### src/hw/rtl/twcc_feedback_status_decoder_core_macros.svh
// Assertion helpers for the feedback status decoder.
`ifndef TWCC_FEEDBACK_STATUS_DECODER_CORE_MACROS_SVH
`define TWCC_FEEDBACK_STATUS_DECODER_CORE_MACROS_SVH

`ifndef NO_ASSERTIONS

`define TWCC_ASSERT_SAME(label, clk, rst_n, ante, cons) \
    label: assert property (@(posedge clk) disable iff (!rst_n) (ante) |-> (cons)) \
        else $error("assertion failed");

`define TWCC_ASSERT_NEXT(label, clk, rst_n, ante, cons) \
    label: assert property (@(posedge clk) disable iff (!rst_n) (ante) |=> (cons)) \
        else $error("assertion failed");

`else

`define TWCC_ASSERT_SAME(label, clk, rst_n, ante, cons)

`define TWCC_ASSERT_NEXT(label, clk, rst_n, ante, cons)

`endif

`endif

### src/hw/rtl/twcc_pkg.sv
package twcc_pkg;

    localparam logic [4:0] POS_BASE_HI    = 5'd12;
    localparam logic [4:0] POS_BASE_LO    = 5'd13;
    localparam logic [4:0] POS_TOTAL_HI   = 5'd14;
    localparam logic [4:0] POS_TOTAL_LO   = 5'd15;
    localparam logic [4:0] POS_REFTIME_HI = 5'd16;
    localparam logic [4:0] POS_REFTIME_MD = 5'd17;
    localparam logic [4:0] POS_REFTIME_LO = 5'd18;
    localparam logic [4:0] POS_LAST_HDR   = 5'd19;
    localparam logic [4:0] CHUNK_START    = 5'd20;

    localparam logic [3:0] SYM_1BIT = 4'd14;
    localparam logic [3:0] SYM_2BIT = 4'd7;

    localparam int OUT_DATA_W = 88;

    typedef struct packed {
        logic [15:0] add_count;
        logic [15:0] lost_count;
    } t_chunk_cnt;

    typedef struct packed {
        logic [15:0] base_seq;
        logic [15:0] status_total;
        logic [23:0] ref_time;
        logic [15:0] expected_count;
        logic [15:0] lost_count;
        logic        loss_valid;
    } t_result;

endpackage

### src/hw/rtl/twcc_feedback_status_decoder_core.sv
// Feedback status decoder: takes one packet byte per cycle on the slave stream, tlast on the
// final byte, and on that byte emits one summary item (header fields, expected and lost
// status counts, loss flag) if the packet held at least 20 bytes; shorter packets emit
// nothing. Throughput is one byte per cycle, set by the combinational chunk decode between
// the input register and the result register, which the final byte passes through in that
// order on its way to the result. Only a final byte waits, and only while the previous
// result still sits unread in the output register.
`include "twcc_feedback_status_decoder_core_macros.svh"

module twcc_feedback_status_decoder_core (
    input  logic                              i_clk,
    input  logic                              i_rst_n,
    input  logic                              i_s_axis_tvalid,
    output logic                              o_s_axis_tready,
    // data_byte[7:0]
    input  logic [7:0]                        i_s_axis_tdata,
    input  logic                              i_s_axis_tlast,
    output logic                              o_m_axis_tvalid,
    input  logic                              i_m_axis_tready,
    // base_seq[15:0], status_total[31:16], ref_time[55:32],
    // expected_count[71:56], lost_count[87:72]
    output logic [twcc_pkg::OUT_DATA_W-1:0]   o_m_axis_tdata,
    // loss_valid[0]
    output logic                              o_m_axis_tuser
);

    logic                               res_valid;
    twcc_pkg::t_result                  res;
    logic                               res_ready;
    logic                               r_out_valid;
    logic [twcc_pkg::OUT_DATA_W-1:0]    r_out_data;
    logic                               r_out_user;
    logic [15:0]                        out_total;
    logic [15:0]                        out_expected;
    logic [15:0]                        out_lost;
    logic                               out_stall;

    assign res_ready = !r_out_valid || i_m_axis_tready;

    twcc_parser u_parser (
        .i_clk       (i_clk),
        .i_rst_n     (i_rst_n),
        .i_valid     (i_s_axis_tvalid),
        .i_data      (i_s_axis_tdata),
        .i_last      (i_s_axis_tlast),
        .o_ready     (o_s_axis_tready),
        .o_res_valid (res_valid),
        .o_res       (res),
        .i_res_ready (res_ready)
    );

    always_ff @(posedge i_clk) begin
        if (res_valid) begin
            r_out_data <= {res.lost_count, res.expected_count, res.ref_time,
                           res.status_total, res.base_seq};
            r_out_user <= res.loss_valid;
        end
        if (!i_rst_n) begin
            r_out_valid <= 1'b0;
        end else if (res_valid) begin
            r_out_valid <= 1'b1;
        end else if (i_m_axis_tready) begin
            r_out_valid <= 1'b0;
        end
    end

    assign o_m_axis_tvalid = r_out_valid;
    assign o_m_axis_tdata  = r_out_data;
    assign o_m_axis_tuser  = r_out_user;

    assign out_total    = r_out_data[31:16];
    assign out_expected = r_out_data[71:56];
    assign out_lost     = r_out_data[87:72];
    assign out_stall    = r_out_valid && !i_m_axis_tready;

    `TWCC_ASSERT_SAME(a_lost_le_exp, i_clk, i_rst_n, r_out_valid, out_lost <= out_expected)
    `TWCC_ASSERT_SAME(a_exp_le_total, i_clk, i_rst_n, r_out_valid, out_expected <= out_total)
    `TWCC_ASSERT_SAME(a_result_needs_slot, i_clk, i_rst_n, res_valid, res_ready)
    `TWCC_ASSERT_NEXT(a_out_held, i_clk, i_rst_n, out_stall, r_out_valid && $stable(r_out_data))

endmodule

### src/hw/rtl/twcc_chunk_dec.sv
module twcc_chunk_dec (
    input  logic [15:0]           i_chunk,
    input  logic [15:0]           i_remaining,
    output twcc_pkg::t_chunk_cnt  o_cnt
);

    logic [15:0] run_len;
    logic [15:0] run_take;
    logic [3:0]  n_sym;
    logic [3:0]  take;
    logic [13:0] zero_sym;
    logic [13:0] take_mask;

    always_comb begin
        run_len  = {3'b000, i_chunk[12:0]};
        run_take = (run_len < i_remaining) ? run_len : i_remaining;

        n_sym = i_chunk[14] ? twcc_pkg::SYM_2BIT : twcc_pkg::SYM_1BIT;
        take  = (i_remaining < {12'd0, n_sym}) ? i_remaining[3:0] : n_sym;

        for (int i = 0; i < 14; i++) begin
            zero_sym[i]  = 1'b0;
            take_mask[i] = (4'(i) < take);
        end
        if (i_chunk[14]) begin
            for (int i = 0; i < 7; i++) begin
                zero_sym[i] = (i_chunk[12 - 2 * i +: 2] == 2'b00);
            end
        end else begin
            for (int i = 0; i < 14; i++) begin
                zero_sym[i] = ~i_chunk[13 - i];
            end
        end

        if (!i_chunk[15]) begin
            o_cnt.add_count  = run_take;
            o_cnt.lost_count = (i_chunk[14:13] == 2'b00) ? run_take : 16'd0;
        end else begin
            o_cnt.add_count  = {12'd0, take};
            o_cnt.lost_count = {12'd0, 4'($countones(zero_sym & take_mask))};
        end
    end

endmodule

### src/hw/rtl/twcc_parser.sv
module twcc_parser (
    input  logic               i_clk,
    input  logic               i_rst_n,
    input  logic               i_valid,
    input  logic [7:0]         i_data,
    input  logic               i_last,
    output logic               o_ready,
    output logic               o_res_valid,
    output twcc_pkg::t_result  o_res,
    input  logic               i_res_ready
);

    logic        r_in_valid;
    logic [7:0]  r_in_data;
    logic        r_in_last;

    logic [4:0]  r_pos,        n_pos;
    logic        r_phase,      n_phase;
    logic [7:0]  r_chunk_high, n_chunk_high;
    logic [15:0] r_base,       n_base;
    logic [15:0] r_total,      n_total;
    logic [23:0] r_reftime,    n_reftime;
    logic [15:0] r_parsed,     n_parsed;
    logic [15:0] r_lost,       n_lost;

    logic                 go;
    twcc_pkg::t_chunk_cnt cnt;

    assign go      = r_in_valid && (!r_in_last || i_res_ready);
    assign o_ready = !r_in_valid || go;

    twcc_chunk_dec u_chunk_dec (
        .i_chunk     ({r_chunk_high, r_in_data}),
        .i_remaining (r_total - r_parsed),
        .o_cnt       (cnt)
    );

    always_comb begin
        n_pos        = r_pos;
        n_phase      = r_phase;
        n_chunk_high = r_chunk_high;
        n_base       = r_base;
        n_total      = r_total;
        n_reftime    = r_reftime;
        n_parsed     = r_parsed;
        n_lost       = r_lost;

        case (r_pos)
            twcc_pkg::POS_BASE_HI:    n_base    = {r_in_data, r_base[7:0]};
            twcc_pkg::POS_BASE_LO:    n_base    = {r_base[15:8], r_in_data};
            twcc_pkg::POS_TOTAL_HI:   n_total   = {r_in_data, r_total[7:0]};
            twcc_pkg::POS_TOTAL_LO:   n_total   = {r_total[15:8], r_in_data};
            twcc_pkg::POS_REFTIME_HI: n_reftime = {r_in_data, r_reftime[15:0]};
            twcc_pkg::POS_REFTIME_MD: n_reftime = {r_reftime[23:16], r_in_data,
                                                   r_reftime[7:0]};
            twcc_pkg::POS_REFTIME_LO: n_reftime = {r_reftime[23:8], r_in_data};
            default: ;
        endcase

        if (r_pos >= twcc_pkg::CHUNK_START) begin
            if (!r_phase) begin
                n_chunk_high = r_in_data;
                n_phase      = 1'b1;
            end else begin
                n_parsed = r_parsed + cnt.add_count;
                n_lost   = r_lost + cnt.lost_count;
                n_phase  = 1'b0;
            end
        end else begin
            n_pos = r_pos + 5'd1;
        end

        o_res_valid          = go && r_in_last && (r_pos >= twcc_pkg::POS_LAST_HDR);
        o_res.base_seq       = n_base;
        o_res.status_total   = n_total;
        o_res.ref_time       = n_reftime;
        o_res.expected_count = n_parsed;
        o_res.lost_count     = n_lost;
        o_res.loss_valid     = (n_parsed != 16'd0);
    end

    always_ff @(posedge i_clk) begin
        if (o_ready) begin
            r_in_data <= i_data;
            r_in_last <= i_last;
        end
        if (!i_rst_n) begin
            r_in_valid   <= 1'b0;
            r_pos        <= 5'd0;
            r_phase      <= 1'b0;
            r_chunk_high <= 8'd0;
            r_base       <= 16'd0;
            r_total      <= 16'd0;
            r_reftime    <= 24'd0;
            r_parsed     <= 16'd0;
            r_lost       <= 16'd0;
        end else begin
            if (o_ready) begin
                r_in_valid <= i_valid;
            end
            if (go && r_in_last) begin
                r_pos        <= 5'd0;
                r_phase      <= 1'b0;
                r_chunk_high <= 8'd0;
                r_base       <= 16'd0;
                r_total      <= 16'd0;
                r_reftime    <= 24'd0;
                r_parsed     <= 16'd0;
                r_lost       <= 16'd0;
            end else if (go) begin
                r_pos        <= n_pos;
                r_phase      <= n_phase;
                r_chunk_high <= n_chunk_high;
                r_base       <= n_base;
                r_total      <= n_total;
                r_reftime    <= n_reftime;
                r_parsed     <= n_parsed;
                r_lost       <= n_lost;
            end
        end
    end

endmodule

### config.mk
export PLATFORM = sky130hd
export DESIGN_NAME = twcc_feedback_status_decoder_core
export DESIGN_NICKNAME = d
export VERILOG_FILES = /design/src/hw/rtl/twcc_pkg.sv /design/src/hw/rtl/twcc_feedback_status_decoder_core.sv /design/src/hw/rtl/twcc_chunk_dec.sv /design/src/hw/rtl/twcc_parser.sv
export VERILOG_INCLUDE_DIRS = /design/src /design/src/hw/rtl
export SDC_FILE = /design/constraint.sdc
export NUM_CORES = 1
export LEC_CHECK = 0
export BUFFER_PORTS_ARGS = -buffer_cell sky130_fd_sc_hd__buf_4
export CORE_ASPECT_RATIO = 1.1
export CORE_MARGIN = 2
export CORE_UTILIZATION = 60
export DETAILED_ROUTE_END_ITERATION = 8
export GPL_ROUTABILITY_DRIVEN = 0
export GPL_TIMING_DRIVEN = 0
export PLACE_DENSITY = 0.91
export SYNTH_ARGS = -nofsm -noshare
export SYNTH_HDL_FRONTEND = slang
export SYNTH_SLANG_ARGS = --single-unit
export TNS_END_PERCENT = 10
### constraint.sdc
create_clock -name i_clk -period 20.1 [get_ports i_clk]
set_input_delay 1.005 -clock i_clk [delete_from_list [all_inputs] [get_ports i_clk]]
set_output_delay 1.005 -clock i_clk [all_outputs]
set_load 0.01 [all_outputs]
==> qor.csv, run 1 <==
stage,metric,value,unit
cells_and_area,nFillCells,1237,
critical_path,cp-end-kind,flop,
clock_tree,cts_tree,done,
cells_and_area,fin_area,12780,µm²
routing,drc,0,
critical_path,cp-start-kind,flop,
pwr,p_int,669.0,µW
clock_tree,cts_buffer_depth,3,
floorplan,initial_utilization,0.6157,
routing,drtIter0Drc,1262,
floorplan,num_io_pins,104,
timing,setup_tns,0,ns
pwr,vdd_ir_drop_max,0.05092,mV
place,hpwl,20.94,mm
grt,grt_max_degree,18,
cells_and_area,layout.nets,1401,
critical_path,r2r_slack,11.15,ns
cells_and_area,antennaDiodeCount,0,
synth,avgSynthCellArea,9.346,µm²
pwr,p_clk_frac,0.401,
critical_path,critPathMaxFanout,10,
routing,wl_per_cell,19.16,µm
synth,ys_types,72,
clock_tree,root_buffer,clkbuf_16,
synth,synthCells,1177,
cells_and_area,drive_gt1_frac,0.1239,
clock_tree,clk_latency,0.51,ns
grt,grt_pass1_vias,9143,
critical_path,cp_slowest_cell,fa_1,
synth,ys.flop_type,dfxtp_1,
synth,synth_top_area_share,0.2675,
clock_tree,cts-resized-gates,0,
critical_path,r2r-end,o_m_axis_tdata[85]$_DFFE_PP_,
outcome,status,completed,
cells_and_area,multi_input_area,5497,µm²
cells_and_area,layout_commonest_cell,nand2_1,
cells_and_area,mostFrequentLayoutCells,"nand2_1, a21oi_1, buf_4, dfxtp_1, edfxtp_1",
timing,slew_headroom,0.2511,
grt,grtUsageTotal,0.2997,
timing,period_share,0.4455,
cells_and_area,regArea,5025,µm²
grt,antenna_found_initial,0,
routing,drtAntennaViolNets,0,
flow_run,cap_violations,0,
critical_path,path_common_cell,fa_1,
synth,synth_area_leaders,"edfxtp_1, dfxtp_1, ha_1",
floorplan,fp.coreArea,17870,µm²
timing,drv_slew,0,
clock_tree,cts_sinks,202,
critical_path,path_class,flop to flop,
pwr,p_sw_frac,0.2565,
grt,gr-total-overflow,0,
clock_tree,h-tree-depth,1,
clock_tree,cts_setup_buffers,0,
synth,synth_area,11000,µm²
timing,finalHoldViolCount,0,
floorplan,die_area,19430,µm²
timing,holdWs,0.4558,ns
clock_tree,cts_hold_buf,0,
worst_hold_path,min_from,u_parser.r_reftime[13]$_SDFFE_PP0P_,
critical_path,crit_required,20.30,ns
cells_and_area,fin_util,0.7154,
grt,grt_pass1_wl,46.91,mm
timing,fin_skew,0.01733,ns
critical_path,timing.rr.start,u_parser.r_parsed[1]$_SDFFE_PP0P_,
timing,worst_slew_pin_slew,1.117,ns
routing,wl,29.93,mm
timing,fmax,0.1117,GHz
worst_hold_path,holdCritPathClass,flop to flop,
synth,synthArstFlopShare,0,
timing,fin_crit,8.955,ns
cells_and_area,layout.cells.non_filler,1562,
place,dp_cells,1528,
critical_path,startpoint,u_parser.r_parsed[1]$_SDFFE_PP0P_,
floorplan,die_w,133.1,µm
clock_tree,clkTransAtPathRegs,0.07,ns
timing,rsz0062_at_grt,no,
place,post_dp_cell_area,12170,µm²
pwr,switchingPower,230.8,µW
critical_path,worstPathArrival,9.15,ns
pwr,p_leak,5.002,nW
critical_path,r2r_cells,34,
floorplan,fp.dieH,146.0,µm
place,port_buffers,103,
timing,setup_viol,0,
synth,ys_ff_latch,202,
routing,via_per_inst,6.267,
synth,synth_warnings,0,
routing,num_vias,9789,
critical_path,slowest_delay,0.55,ns
synth,yosys.area.top_type,edfxtp_1,
clock_tree,cts_inserted_buffers,19,
routing,drt_pass1_iterations,6,
pwr,powerDensity,70.39,nW/µm²
synth,yosysSeqAreaShare,0.4568,
critical_path,endpoint,o_m_axis_tdata[85]$_DFFE_PP_,
cells_and_area,area_delta_synth_final,16.20,%
pwr,power_frac_seq,0.483,
pwr,power.combinational.fraction,0.116,
synth,synth-edff-count,98,
floorplan,rows,51,
registers in the layout (all words and copies together) (netlist names):
signal / count
u_parser.r_parsed: 16
u_parser.r_base: 16
u_parser.r_chunk_high: 8
u_parser.r_lost: 16
u_parser.r_in_last: 1
u_parser.r_in_data: 8
u_parser.r_pos: 5
u_parser.r_total: 16
u_parser.r_phase: 1
u_parser.r_reftime: 24
o_m_axis_tvalid: 1
o_m_axis_tdata: 88
u_parser.r_in_valid: 1
o_m_axis_tuser: 1
kinds of logic after synthesis:
logic type | count (synthesis) | synth area share
AO/OA/AOI/OAI | 311 | 0.1853
XOR/XNOR | 37 | 0.02946
adder cells (fa/ha/maj) | 77 | 0.09577
buffers and inverters | 128 | 0.04504
flip-flops | 202 | 0.4568
multiplexers | 29 | 0.02662
other | 1 | 0.0003409
AND/OR/NAND/NOR | 392 | 0.1607
layout make-up:
class | instances | share of cell area
multi-input combinational | 850 | 0.4300
timing repair buffer | 110 | 0.06695
sequential | 202 | 0.3931
buffer | 69 | 0.02144
inverter | 59 | 0.01733
clock buffer | 21 | 0.03778
tap | 238 | 0.02330
clock inverter | 13 | 0.01008
worst min-delay path by stage:
| stage | endpoint | slack [ns] | cells past startpoint |
|---|---|---|---|
| 6_report | u_parser.r_reftime[13]$_SDFFE_PP0P_ | 0.46 | 2 |
| 5_1_grt | u_parser.r_base[3]$_SDFFE_PP0P_ | 0.48 | 2 |
| 4_1_cts | u_parser.r_reftime[13]$_SDFFE_PP0P_ | 0.45 | 2 |
| 3_5_place_dp | u_parser.r_reftime[13]$_SDFFE_PP0P_ | 0.45 | 2 |
| 3_3_place_gp | u_parser.r_base[7]$_SDFFE_PP0P_ | 0.44 | 2 |
| 2_1_floorplan | u_parser.r_base[0]$_SDFFE_PP0P_ | 0.44 | 2 |
power groups by stage:
stage	sequential [mW]	combinational [mW]	clock, mW
after floorplan	0.442	0.0716	0
after global placement	0.443	0.0949	0
after detailed placement	0.443	0.0992	0
after CTS	0.434	0.101	0.361
after global routing	0.434	0.114	0.376
final	0.434	0.104	0.361
critical path: cells and delay by family, from the launching register on:
family / cells / cell delay, ns
AO/OA/AOI/OAI: 11 / 2.18
XOR/XNOR: 2 / 0.47
adder cells (fa/ha/maj): 9 / 3.70
buffers and inverters: 5 / 0.69
flip-flops: 1 / 0.42
AND/OR/NAND/NOR: 7 / 1.17
Yosys cell counts (3+ instances only):
| cell type | number |
|---|---|
| and2_1 | 8 |
| mux2i_1 | 27 |
| a21oi_1 | 106 |
| o21bai_1 | 4 |
| nand3_1 | 11 |
| a41oi_1 | 3 |
| inv_1 | 59 |
| or3_1 | 14 |
| o21ai_1 | 4 |
| edfxtp_1 | 98 |
| a21o_1 | 14 |
| xnor2_1 | 15 |
| clkbuf_1 | 54 |
| nor2_1 | 93 |
| o211ai_1 | 6 |
| ha_1 | 65 |
| xor2_1 | 22 |
| nand3b_1 | 4 |
| a31oi_1 | 11 |
| and3_1 | 10 |
| buf_1 | 10 |
| nor3b_1 | 3 |
| nand2b_1 | 8 |
| nor3_1 | 20 |
| fa_1 | 12 |
| o21a_1 | 8 |
| a211oi_1 | 18 |
| a22o_1 | 57 |
| nor2b_1 | 5 |
| o21ai_0 | 50 |
| or2_2 | 3 |
| nand4_1 | 4 |
| a22oi_1 | 3 |
| dfxtp_1 | 104 |
| o31ai_1 | 4 |
| nand4b_1 | 3 |
| a2111oi_0 | 3 |
| nand2_1 | 191 |
| buf_2 | 3 |
metrics by stage:
step                setup WS [ns]  total power [mW]
global placement            8.697            0.5379
detailed placement          11.41            0.5424
finish                      11.15            0.8998
CTS                         11.35            0.8957
global route                10.64            0.9248
floorplan                   11.73            0.5139
routing by layer:
| metal | wire length (µm) | track usage |
|---|---|---|
| met1 | 11130 | 0.3795 |
| met4 | 1815 | 0.1521 |
| met5 | 0 | 0 |
| met2 | 14150 | 0.4982 |
| met3 | 2833 | 0.04931 |
(Power assumes the default switching activity.)
==> run 2, diff against run 1 <==
--- a/config.mk
+++ b/config.mk
@@ -9,11 +9,11 @@
 export BUFFER_PORTS_ARGS = -buffer_cell sky130_fd_sc_hd__buf_4
 export CORE_ASPECT_RATIO = 1.1
 export CORE_MARGIN = 2
-export CORE_UTILIZATION = 60
+export CORE_UTILIZATION = 54
 export DETAILED_ROUTE_END_ITERATION = 8
 export GPL_ROUTABILITY_DRIVEN = 0
 export GPL_TIMING_DRIVEN = 0
-export PLACE_DENSITY = 0.91
+export PLACE_DENSITY = 0.87
 export SYNTH_ARGS = -nofsm -noshare
 export SYNTH_HDL_FRONTEND = slang
 export SYNTH_SLANG_ARGS = --single-unit
==> constraint.sdc (replaced) <==
create_clock -name i_clk -period 7.2 [get_ports i_clk]
set_input_delay 0.36 -clock i_clk [delete_from_list [all_inputs] [get_ports i_clk]]
set_output_delay 0.36 -clock i_clk [all_outputs]
set_load 0.01 [all_outputs]
==> run 2 against run 1 <==
  * The flow now finishes with violations (DRC, setup timing)
  * Hold slack got worse by 0.41 ns
  * Count of clock-buffer cells in the layout rose by 2
  * Die area rose by 11%
  * Global-route usage fell by 2.2 points
  * Sequential cell count did not move
  * Clock skew fell by 0.0054 ns
  * First-iteration DRC count fell by 8.0%
  * Core utilization fell by 4.5 points
  * Largest cell class unchanged
==> qor.csv, run 2 (synthesized netlist as in run 1, its figures left out) <==
stage,metric,value,unit,change
place,dp_cells,1540,,+0.79%
floorplan,initial_utilization,0.5519,,-0.06377
floorplan,die_w,140.1,µm,+5.2%
cells_and_area,drive_gt1_frac,0.1768,,+0.05295
timing,fmax,0.1208,GHz,+8.1%
critical_path,path_common_cell,fa_1,,
clock_tree,cts_sinks,202,,unchanged
critical_path,path_class,flop to flop,,
worst_hold_path,holdCritPathClass,input port to flop,,
grt,grtUsageTotal,0.2780,,-0.02168
cells_and_area,layout.cells.non_filler,1598,,+2.3%
routing,wl,31.39,mm,+4.9%
timing,finalHoldViolCount,0,,unchanged
timing,fin_ws,-1.080,ns,-12.23 ns
grt,grt_pass1_wl,48.25,mm,+2.9%
cells_and_area,layout.nets,1422,,+1.5%
critical_path,startpoint,u_parser.r_parsed[1]$_SDFFE_PP0P_,,
timing,worst_slew_pin_slew,0.9388,ns,-0.1785 ns
routing,drc,8,,+8
cells_and_area,multi_input_area,5773,µm²,+5.0%
outcome,violations,"DRC, setup timing",,
floorplan,die_area,21530,µm²,+11%
pwr,p_leak,5.217,nW,+4.3%
routing,via_per_inst,6.191,,-1.2%
pwr,vdd_ir_drop_max,0.1186,mV,+130%
grt,grt_max_degree,23,,+5
routing,wl_per_cell,19.64,µm,+2.5%
cells_and_area,mostFrequentLayoutCells,"nand2_1, buf_4, dfxtp_1",,
clock_tree,cts_hold_buf,0,,unchanged
place,dp_slack,-1.531,ns,-12.94 ns
floorplan,num_io_pins,104,,unchanged
critical_path,cp-end-kind,flop,,
flow_run,cap_violations,0,,unchanged
critical_path,slowest_delay,0.59,ns,+0.04 ns
timing,fin_skew,0.01198,ns,-0.005356 ns
outcome,status,"finished, violations left",,
clock_tree,root_buffer,clkbuf_16,,
grt,grt_pass1_vias,9353,,+2.3%
floorplan,rows,54,,+5.9%
critical_path,worstPathArrival,8.62,ns,-0.53 ns
timing,drv_slew,0,,unchanged
place,hpwl,20.93,mm,about the same
critical_path,cp-start-kind,flop,,
clock_tree,clk_latency,0.50,ns,about the same
floorplan,fp.dieH,153.7,µm,+5.3%
clock_tree,cts_buffer_depth,3,,unchanged
cells_and_area,layout_commonest_cell,nand2_1,,
critical_path,critPathMaxFanout,4,,-6
worst_hold_path,min_from,i_s_axis_tdata[7],,
cells_and_area,largest_reg_flops,88,,unchanged
critical_path,timing.rr.start,u_parser.r_parsed[1]$_SDFFE_PP0P_,,
timing,holdWs,0.04135,ns,-0.4145 ns
timing,setup_viol,29,,+29
timing,rsz0062_at_grt,yes,,
cells_and_area,nFillCells,1391,,+12%
timing,period_share,1.150,,+0.7045
clock_tree,h-tree-depth,1,,unchanged
place,port_buffers,103,,unchanged
routing,drtIter0Drc,1161,,-8.0%
critical_path,crit_required,7.54,ns,-12.76 ns
routing,drt_pass1_iterations,9,,+3
timing,fin_crit,8.280,ns,-0.6747 ns
floorplan,fp.coreArea,19930,µm²,+12%
grt,gr-total-overflow,0,,unchanged
cells_and_area,antennaDiodeCount,0,,unchanged
timing,slew_headroom,0.3742,,+0.1230
pwr,powerDensity,199.8,nW/µm²,+180%
cells_and_area,regArea,5031,µm²,+0.12%
cells_and_area,area_delta_synth_final,21.47,%,
grt,antenna_found_initial,0,,unchanged
clock_tree,cts_inserted_buffers,20,,+1
clock_tree,cts_tree,done,,
critical_path,cp_slowest_cell,fa_1,,
routing,drtAntennaViolNets,0,,unchanged
routing,num_vias,9894,,+1.1%
clock_tree,clkTransAtPathRegs,0.06,ns,about the same
## run 2: metrics by stage
step           area [µm²]  setup TNS, ns  utilization  power (mW)
5_1_grt             13360         -25.05       0.6704       2.742
6_report            13360         -19.59       0.6704       2.670
4_1_cts             13230         -15.48       0.6637       2.650
3_3_place_gp        12110         -24.09       0.6078       1.504
3_5_place_dp        12220         -29.96       0.6131       1.514
2_1_floorplan       11030         -6.570            -       1.435
## run 2: timing repair
| item | CTS | global route |
|---|---|---|
| pin swaps | 31 | 21 |
| hold endpoints to repair | 0 | 0 |
| setup endpoints to repair | 31 | 31 |
| gates resized for setup | 58 | 17 |
| buffers inserted | 15 | 7 |
## run 2: worst paths after layout
path                                    endpoint  cells past startpoint  slack, ns
max             u_parser.r_lost[13]$_SDFFE_PP0P_                     32      -1.08
min              u_parser.r_in_data[7]$_DFFE_PP_                      1       0.04
max reg2reg     u_parser.r_lost[13]$_SDFFE_PP0P_                     32      -1.08
min reg2reg  u_parser.r_reftime[15]$_SDFFE_PP0P_                      2       0.46
## run 2: final cells by class
class	instances	area share
Buffer	69	0.02069
Multi-Input combinational cell	850	0.4320
Timing Repair Buffer	130	0.07772
Clock inverter	13	0.01302
Sequential cell	202	0.3765
Tap cell	252	0.02360
Inverter	59	0.01657
Clock buffer	23	0.03989
## run 2: where the power goes
part / internal (mW) / switching (mW)
sequential: 1.20 / 0.00862
clock: 0.679 / 0.451
combinational: 0.122 / 0.206
## run 2: layer usage
metal,global-route usage,share of wire,up-vias
met1,0.3441,0.38,4660
met4,0.1477,0.057,0
met2,0.4675,0.48,592
met5,0,0,-
li1,-,-,4495
met3,0.04734,0.088,147
## run 2: worst max-delay path: cells and delay by family, from the launching register on
family | cells | cell delay (ns)
AOI/OAI and AO/OA | 14 | 2.53
xor gates and xnor gates | 1 | 0.25
buffers and inverters | 4 | 0.38
adders and majority gates | 8 | 3.47
and+or+nand+nor | 5 | 1.11
DFF | 1 | 0.37
